`src/sv/u2a_pkg.sv`:
```
// shared types, constants and helpers for the unsigned to ascii converter
`default_nettype none
package u2a_pkg;

   localparam int VALUE_W     = 32;
   localparam int CHAR_W      = 7;
   localparam int DIGIT_W     = 4;
   localparam int STACK_DEPTH = 10;
   localparam int COUNT_W     = $clog2(STACK_DEPTH + 1);
   localparam int PROD_W      = 2 * VALUE_W;
   localparam int RECIP_SHIFT = 35;
   localparam int QUO_W       = PROD_W - RECIP_SHIFT;

   // ceil(2^35 / 10), exact quotient for every 32-bit dividend
   localparam logic [VALUE_W-1:0] RECIP_TEN = 32'hCCCC_CCCD;

   localparam logic [CHAR_W-1:0] CHAR_ZERO   = 7'd48;
   localparam logic [CHAR_W-1:0] CHAR_A_BIAS = 7'd87;

   typedef struct packed {
      logic load;
      logic mul;
      logic step;
      logic emit;
   } u2a_cmd_type;

   typedef struct packed {
      logic hex;
      logic quo_zero;
      logic last_pop;
   } u2a_sts_type;

   function automatic logic [CHAR_W-1:0] digit_glyph(input logic [DIGIT_W-1:0] d);
      logic [CHAR_W-1:0] ext;
      ext = {{(CHAR_W-DIGIT_W){1'b0}}, d};
      if (d < 4'd10) begin
         digit_glyph = CHAR_ZERO + ext;
      end else begin
         digit_glyph = CHAR_A_BIAS + ext;
      end
   endfunction

endpackage
`default_nettype wire

```
`src/sv/u2a_dp.sv`:
```
// datapath: working value, reciprocal multiplier, digit stack and output register
`default_nettype none
module u2a_dp (
   input  wire logic                         clock,
   input  wire logic                         reset,
   input  wire u2a_pkg::u2a_cmd_type         cmd,
   output u2a_pkg::u2a_sts_type              sts,
   input  wire logic [u2a_pkg::VALUE_W-1:0]  req_value,
   input  wire logic                         req_hex_mode,
   output logic                              rsp_valid,
   input  wire logic                         rsp_stall,
   output logic [u2a_pkg::CHAR_W-1:0]        rsp_ascii_char,
   output logic                              rsp_last_char
);
   import u2a_pkg::*;

   logic [VALUE_W-1:0] work_ff, work_in;
   logic [PROD_W-1:0]  prod_ff, prod_in;
   logic               hex_ff, hex_in;
   logic [DIGIT_W-1:0] stack_ff [STACK_DEPTH];
   logic [DIGIT_W-1:0] stack_in [STACK_DEPTH];
   logic [COUNT_W-1:0] count_ff, count_in;
   logic               rsp_valid_ff, rsp_valid_in;
   logic [CHAR_W-1:0]  rsp_char_ff, rsp_char_in;
   logic               rsp_last_ff, rsp_last_in;

   logic [VALUE_W-1:0] dec_quo, dec_rem, quo;
   logic [DIGIT_W-1:0] digit;
   logic               space, pop;

   assign prod_in = PROD_W'(work_ff) * PROD_W'(RECIP_TEN);

   // remainder = work - 10 * quotient, via shift and add
   assign dec_quo = {{(VALUE_W-QUO_W){1'b0}}, prod_ff[PROD_W-1:RECIP_SHIFT]};
   assign dec_rem = work_ff - {dec_quo[VALUE_W-4:0], 3'b000} - {dec_quo[VALUE_W-2:0], 1'b0};

   always_comb begin
      if (hex_ff) begin
         quo   = {4'b0000, work_ff[VALUE_W-1:4]};
         digit = work_ff[DIGIT_W-1:0];
      end else begin
         quo   = dec_quo;
         digit = dec_rem[DIGIT_W-1:0];
      end
   end

   assign space = !rsp_valid_ff || !rsp_stall;
   assign pop   = cmd.emit && space && (count_ff != '0);

   assign sts.hex      = hex_ff;
   assign sts.quo_zero = (quo == '0);
   assign sts.last_pop = pop && (count_ff == COUNT_W'(1));

   always_comb begin
      work_in      = work_ff;
      hex_in       = hex_ff;
      count_in     = count_ff;
      stack_in     = stack_ff;
      rsp_valid_in = rsp_valid_ff;
      rsp_char_in  = rsp_char_ff;
      rsp_last_in  = rsp_last_ff;
      if (cmd.load) begin
         work_in  = req_value;
         hex_in   = req_hex_mode;
         count_in = '0;
      end
      if (cmd.step) begin
         work_in     = quo;
         count_in    = count_ff + COUNT_W'(1);
         stack_in[0] = digit;
         for (int i = 1; i < STACK_DEPTH; i++) begin
            stack_in[i] = stack_ff[i-1];
         end
      end
      // most significant digit sits on top of the stack
      if (pop) begin
         rsp_valid_in = 1'b1;
         rsp_char_in  = digit_glyph(stack_ff[0]);
         rsp_last_in  = (count_ff == COUNT_W'(1));
         count_in     = count_ff - COUNT_W'(1);
         for (int i = 0; i < STACK_DEPTH - 1; i++) begin
            stack_in[i] = stack_ff[i+1];
         end
      end else if (!rsp_stall) begin
         rsp_valid_in = 1'b0;
      end
   end

   always_ff @(posedge clock) begin
      if (reset) begin
         count_ff     <= '0;
         rsp_valid_ff <= 1'b0;
      end else begin
         count_ff     <= count_in;
         rsp_valid_ff <= rsp_valid_in;
      end
      if (cmd.mul) begin
         prod_ff <= prod_in;
      end
      work_ff     <= work_in;
      hex_ff      <= hex_in;
      stack_ff    <= stack_in;
      rsp_char_ff <= rsp_char_in;
      rsp_last_ff <= rsp_last_in;
   end

   assign rsp_valid      = rsp_valid_ff;
   assign rsp_ascii_char = rsp_char_ff;
   assign rsp_last_char  = rsp_last_ff;

   a_count_bound: assert property (@(posedge clock) disable iff (reset)
      count_ff <= COUNT_W'(STACK_DEPTH))
      else $error("digit stack overflow");

   a_push_pop_excl: assert property (@(posedge clock) disable iff (reset)
      !(cmd.step && cmd.emit))
      else $error("push and pop in the same cycle");

   a_more_digits: assert property (@(posedge clock) disable iff (reset)
      rsp_valid_ff && !rsp_last_ff |-> count_ff != '0)
      else $error("non-final character shown with empty stack");

endmodule
`default_nettype wire

```
`src/sv/u2a_ctrl.sv`:
```
// controller: sequences load, divide steps and character emission
`default_nettype none
module u2a_ctrl (
   input  wire logic                  clock,
   input  wire logic                  reset,
   input  wire logic                  req_valid,
   output logic                       req_stall,
   output u2a_pkg::u2a_cmd_type       cmd,
   input  wire u2a_pkg::u2a_sts_type  sts
);
   import u2a_pkg::*;

   typedef enum logic [1:0] {
      ST_IDLE,
      ST_MUL,
      ST_STEP,
      ST_EMIT
   } state_type;

   state_type state_ff, state_in;
   logic      stall_ff, stall_in;
   logic      accept;

   assign accept = req_valid && !stall_ff;

   always_comb begin
      cmd      = '0;
      state_in = state_ff;
      stall_in = stall_ff;
      unique case (state_ff)
         ST_IDLE: begin
            if (accept) begin
               cmd.load = 1'b1;
               stall_in = 1'b1;
               state_in = ST_MUL;
            end
         end
         ST_MUL: begin
            // hex needs no product, go straight to the digit step
            cmd.mul  = !sts.hex;
            state_in = ST_STEP;
         end
         ST_STEP: begin
            cmd.step = 1'b1;
            if (sts.quo_zero) begin
               state_in = ST_EMIT;
            end else if (sts.hex) begin
               state_in = ST_STEP;
            end else begin
               state_in = ST_MUL;
            end
         end
         ST_EMIT: begin
            cmd.emit = 1'b1;
            if (sts.last_pop) begin
               stall_in = 1'b0;
               state_in = ST_IDLE;
            end
         end
         default: state_in = ST_IDLE;
      endcase
   end

   always_ff @(posedge clock) begin
      if (reset) begin
         state_ff <= ST_IDLE;
         stall_ff <= 1'b0;
      end else begin
         state_ff <= state_in;
         stall_ff <= stall_in;
      end
   end

   assign req_stall = stall_ff;

endmodule
`default_nettype wire

```
`src/sv/unsigned_to_ascii_digits.sv`:
```
// Converts a 32-bit unsigned value to ASCII decimal or lower-case hex digits,
// most significant first, without leading zeros (zero gives one '0'); the
// final character of each request carries rsp_last_char. One request is
// handled at a time. Digits are found least significant first and stacked:
// a decimal digit takes a registered multiply by the reciprocal of ten,
// then remainder and push; a hex digit needs only the push. Each character
// then leaves at one per cycle through the output register, unless the
// result side stalls.
`default_nettype none
module unsigned_to_ascii_digits (
   input  wire logic                         clock,
   input  wire logic                         reset,
   input  wire logic                         req_valid,
   output logic                              req_stall,
   input  wire logic [u2a_pkg::VALUE_W-1:0]  req_value,
   input  wire logic                         req_hex_mode,
   output logic                              rsp_valid,
   input  wire logic                         rsp_stall,
   output logic [u2a_pkg::CHAR_W-1:0]        rsp_ascii_char,
   output logic                              rsp_last_char
);
   import u2a_pkg::*;

   u2a_cmd_type cmd;
   u2a_sts_type sts;

   u2a_ctrl u_ctrl (
      .clock     (clock),
      .reset     (reset),
      .req_valid (req_valid),
      .req_stall (req_stall),
      .cmd       (cmd),
      .sts       (sts)
   );

   u2a_dp u_dp (
      .clock          (clock),
      .reset          (reset),
      .cmd            (cmd),
      .sts            (sts),
      .req_value      (req_value),
      .req_hex_mode   (req_hex_mode),
      .rsp_valid      (rsp_valid),
      .rsp_stall      (rsp_stall),
      .rsp_ascii_char (rsp_ascii_char),
      .rsp_last_char  (rsp_last_char)
   );

endmodule
`default_nettype wire
```
`config.mk`:
```
export PLATFORM = sky130hd
export DESIGN_NAME = unsigned_to_ascii_digits
export DESIGN_NICKNAME = d
export VERILOG_FILES = /design/src/sv/u2a_pkg.sv /design/src/sv/u2a_dp.sv /design/src/sv/u2a_ctrl.sv /design/src/sv/unsigned_to_ascii_digits.sv
export SDC_FILE = /design/constraint.sdc
export NUM_CORES = 1
export LEC_CHECK = 0
export BUFFER_PORTS_ARGS = -buffer_cell sky130_fd_sc_hd__buf_2
export CAP_MARGIN = 20
export CORE_MARGIN = 2
export CORE_UTILIZATION = 50
export DETAILED_ROUTE_END_ITERATION = 8
export PLACE_DENSITY = 0.63
export SKIP_CTS_REPAIR_TIMING = 1
export SLEW_MARGIN = 15
export SYNTH_ARGS = -nofsm -noshare
export SYNTH_HDL_FRONTEND = slang
export SYNTH_SLANG_ARGS = --single-unit
```
`constraint.sdc`:
```
create_clock -name clock -period 7.82 [get_ports clock]
set_clock_uncertainty 0.1 [all_clocks]
set_input_delay 0.782 -clock clock [delete_from_list [all_inputs] [get_ports clock]]
set_output_delay 0.782 -clock clock [all_outputs]
set_load 0.1 [all_outputs]
```
==> summary.txt <==
Synth
  – Mapped Nets: 2950
  – Ys flop type: edfxtp_1
  – Synth Area in Adders: 0.5531
  – Async SR Flop Fraction: 0
  – Simple-gate portion of the synthesized area: 0.07305
  – Synth unique cells: 55
  – Post-synth EDFFs: 110
  – Synth Area in XOR/XNOR: 0.03208
  – Compound-cell area share of the yosys netlist: 0.07146
  – Seq/Total Area, Yosys: 0.1566
  – Synthesized netlist cell count: 2167
  – Post-synthesis register bit count: 118
  – Synthesized area: 22110 um^2
  – Ys Warns: 0
  – Largest family of logic cells by synthesized area: adder cells
  – Avg Synthesized Cell Area: 10.20 um^2
  – Mux share of post-synthesis cell area: 0.01267

Min path
  – Worst Hold Depth: 0
  – HP Class: flip-flop to flip-flop
  – Worst Hold Launch: u_dp.stack_ff[6]

Die
  – Io pins: 47
  – Initial Util: 0.5034
  – Die height: 214.3 um
  – Num rows: 77
  – Die area: 45930 um^2
  – Core Area: 43930 um^2
  – Die width: 214.3 um

Routing
  – Total number of vias: 15840
  – Pre-antenna DRT Iters: 5
  – DRC Markers: 0
  – Drt wl/cell: 22.70 um
  – First DRT Iteration DRCs: 1122
  – Post-route antenna net violation count: 0
  – Routed WL: 65620 um
  – Vias per Instance: 5.480

Global route
  – Largest net degree at the start of global routing: 78
  – Vias in the first global route: 17000
  – GRT Total Usage: 0.2960
  – GRT overflow: 0
  – Initial antenna violation count: 0
  – First-pass GRT wire length: 101100 um

Finish
  – Most common cell after layout, fill and taps aside: inv_1
  – Most frequent cells in the layout: inv_1 (551), fa_1 (386), ha_1 (356)
  – Util after Layout: 0.5526
  – Filler cells: 4017
  – Ant diodes: 0
  – Area Overhead vs Synth: 9.777%
  – # nets final: 3068
  – Layout cell share with drive strength beyond 1: 0.08268

Timing
  – Period minus WS final: 7.587 ns
  – Final-report hold violation count: 0
  – Slew Limit Fails: 0
  – Tightest Pin Transition: 1.022 ns
  – Slew headroom: 0.3185
  – FMAX: 131.8 MHz
  – # setup viols final: 0
  – Fin crit share: 0.9702

Worst setup path
  – CP Max Fanout: 4
  – Worst setup EP type: flip-flop
  – Crit path from: u_dp.work_ff[16]
  – Worst setup path class: flip-flop to flip-flop
  – Reg2Reg Depth: 22
  – R2R Path Start: u_dp.work_ff[16]
  – Worst EP required: 7.90 ns
  – Crit path DAT: 7.66 ns
  – Startpoint types: flip-flop

Place
  – Port Buf Inserts: 46
  – HPWL Detailed: 58250 um
  – GP Congestion: 1.010

Flow run
  – Max_cap viols: 0

Clock tree
  – H-Tree Depth: 4
  – TritonCTS sink count: 118
  – Later-pin clock latency in the skew report: 0.43 ns
  – TritonCTS clock tree: done
  – CTS root buf: clkbuf_16
  – Cts bufs inserted: 17
  – Clk slew on worst S/H paths: 0.06 ns
  – CTS max path bufs: 2

Run status
  – Status: completed
[final cells by class]
| type | instances | area, um^2 | share of cell area |
|---|---|---|---|
| Clock buffer | 17 | 425.4 | 0.01752 |
| Clock inverter | 15 | 143.9 | 0.005927 |
| Inverter | 551 | 2068 | 0.08520 |
| Multi-Input combinational cell | 1455 | 16470 | 0.6785 |
| Sequential cell | 118 | 3463 | 0.1427 |
| Tap cell | 592 | 740.7 | 0.03051 |
| Timing Repair Buffer | 142 | 963.4 | 0.03969 |
[routing by layer]
| layer | vias to the layer above | track usage | part of all wire |
|---|---|---|---|
| met1 | 8072 | 0.3945 | 0.42 |
| met2 | 489 | 0.4918 | 0.48 |
| li1 | 7156 | - | - |
| met5 | - | 0 | 0 |
| met3 | 119 | 0.03191 | 0.049 |
| met4 | 0 | 0.1308 | 0.052 |
[logic make-up after synthesis]
logic type                 count (synthesis)
adders and majority gates                746
buffers and inverters                    594
and+or+nand+nor                          344
AOI/OAI and AO/OA                        255
DFF                                      118
xor gates and xnor gates                  81
muxes                                     28
other                                      1
[sequential cells by signal, summed over array words and instances, names as in the netlist]
| name | cells |
|---|---|
| u_ctrl.req_stall | 1 |
| u_ctrl.state_ff | 2 |
| u_dp.count_ff | 4 |
| u_dp.hex_ff | 1 |
| u_dp.prod_ff | 29 |
| u_dp.rsp_ascii_char | 7 |
| u_dp.rsp_last_char | 1 |
| u_dp.rsp_valid | 1 |
| u_dp.stack_ff | 40 |
| u_dp.work_ff | 32 |
[synth_stat cells (5+ instances only)]
master / count / area [um^2]
a211oi_1: 9 / 67.56
a21o_1: 40 / 300.3
a21oi_1: 102 / 510.5
a31oi_1: 8 / 50.05
and2_1: 14 / 87.58
and3_1: 14 / 87.58
buf_1: 5 / 18.77
clkbuf_1: 38 / 142.6
dfxtp_1: 8 / 160.2
edfxtp_1: 110 / 3303
fa_1: 386 / 7727
ha_1: 360 / 4504
inv_1: 551 / 2068
mux2i_1: 28 / 280.3
nand2_1: 135 / 506.7
nand2b_1: 7 / 43.79
nand3_1: 46 / 230.2
nand4_1: 12 / 75.07
nor2_1: 62 / 232.7
nor2b_1: 14 / 87.58
nor3_1: 13 / 65.06
nor4_1: 9 / 56.30
o211ai_1: 7 / 52.55
o21a_1: 7 / 52.55
o21ai_0: 42 / 210.2
o22ai_1: 5 / 31.28
or4_1: 5 / 37.54
xnor2_1: 34 / 297.8
xor2_1: 47 / 411.6
[critical path, stage by stage (launching register included)]
cell and delay (ns):
edfxtp_1 0.52, ha_2 0.46, inv_1 0.15, fa_1 0.51, inv_1 0.06, fa_1 0.49
inv_1 0.06, fa_1 0.50, inv_1 0.05, fa_1 0.63, fa_1 0.45, fa_1 0.51
fa_1 0.42, ha_1 0.36, and3_1 0.22, nand3_1 0.14, nor4_1 0.33, a21oi_1 0.12
buf_4 0.17, or4_1 0.50, a31oi_4 0.26, a21boi_0 0.15, xnor2_1 0.14
[final timing paths]
kind	slack, ns	endpoint
min reg2reg	0.36	u_dp.stack_ff[2]
max reg2reg	0.23	u_dp.prod_ff[52]
max	0.23	u_dp.prod_ff[52]
min	0.36	u_dp.stack_ff[2]
[through the flow]
stage | TNS, ns | cells | area, um^2 | setup slack [ns] | hold slack, ns
after global routing | -0.01062 | 2890 | 24280 | -0.01062 | 0.3797
after CTS | 0 | 2888 | 24230 | 0.05539 | 0.3618
after global placement | 0 | 2856 | 23660 | 0.09222 | 0.3367
after detailed placement | 0 | 2856 | 23660 | 0.09298 | 0.3385
final | 0 | 2890 | 24280 | 0.2332 | 0.3634
after floorplan | 0 | 2167 | 22110 | 0.9095 | 0.3262
Power is left out: the tool's default activity adds up to more than one toggle a clock period on the data nets, which glitch-free logic cannot reach.
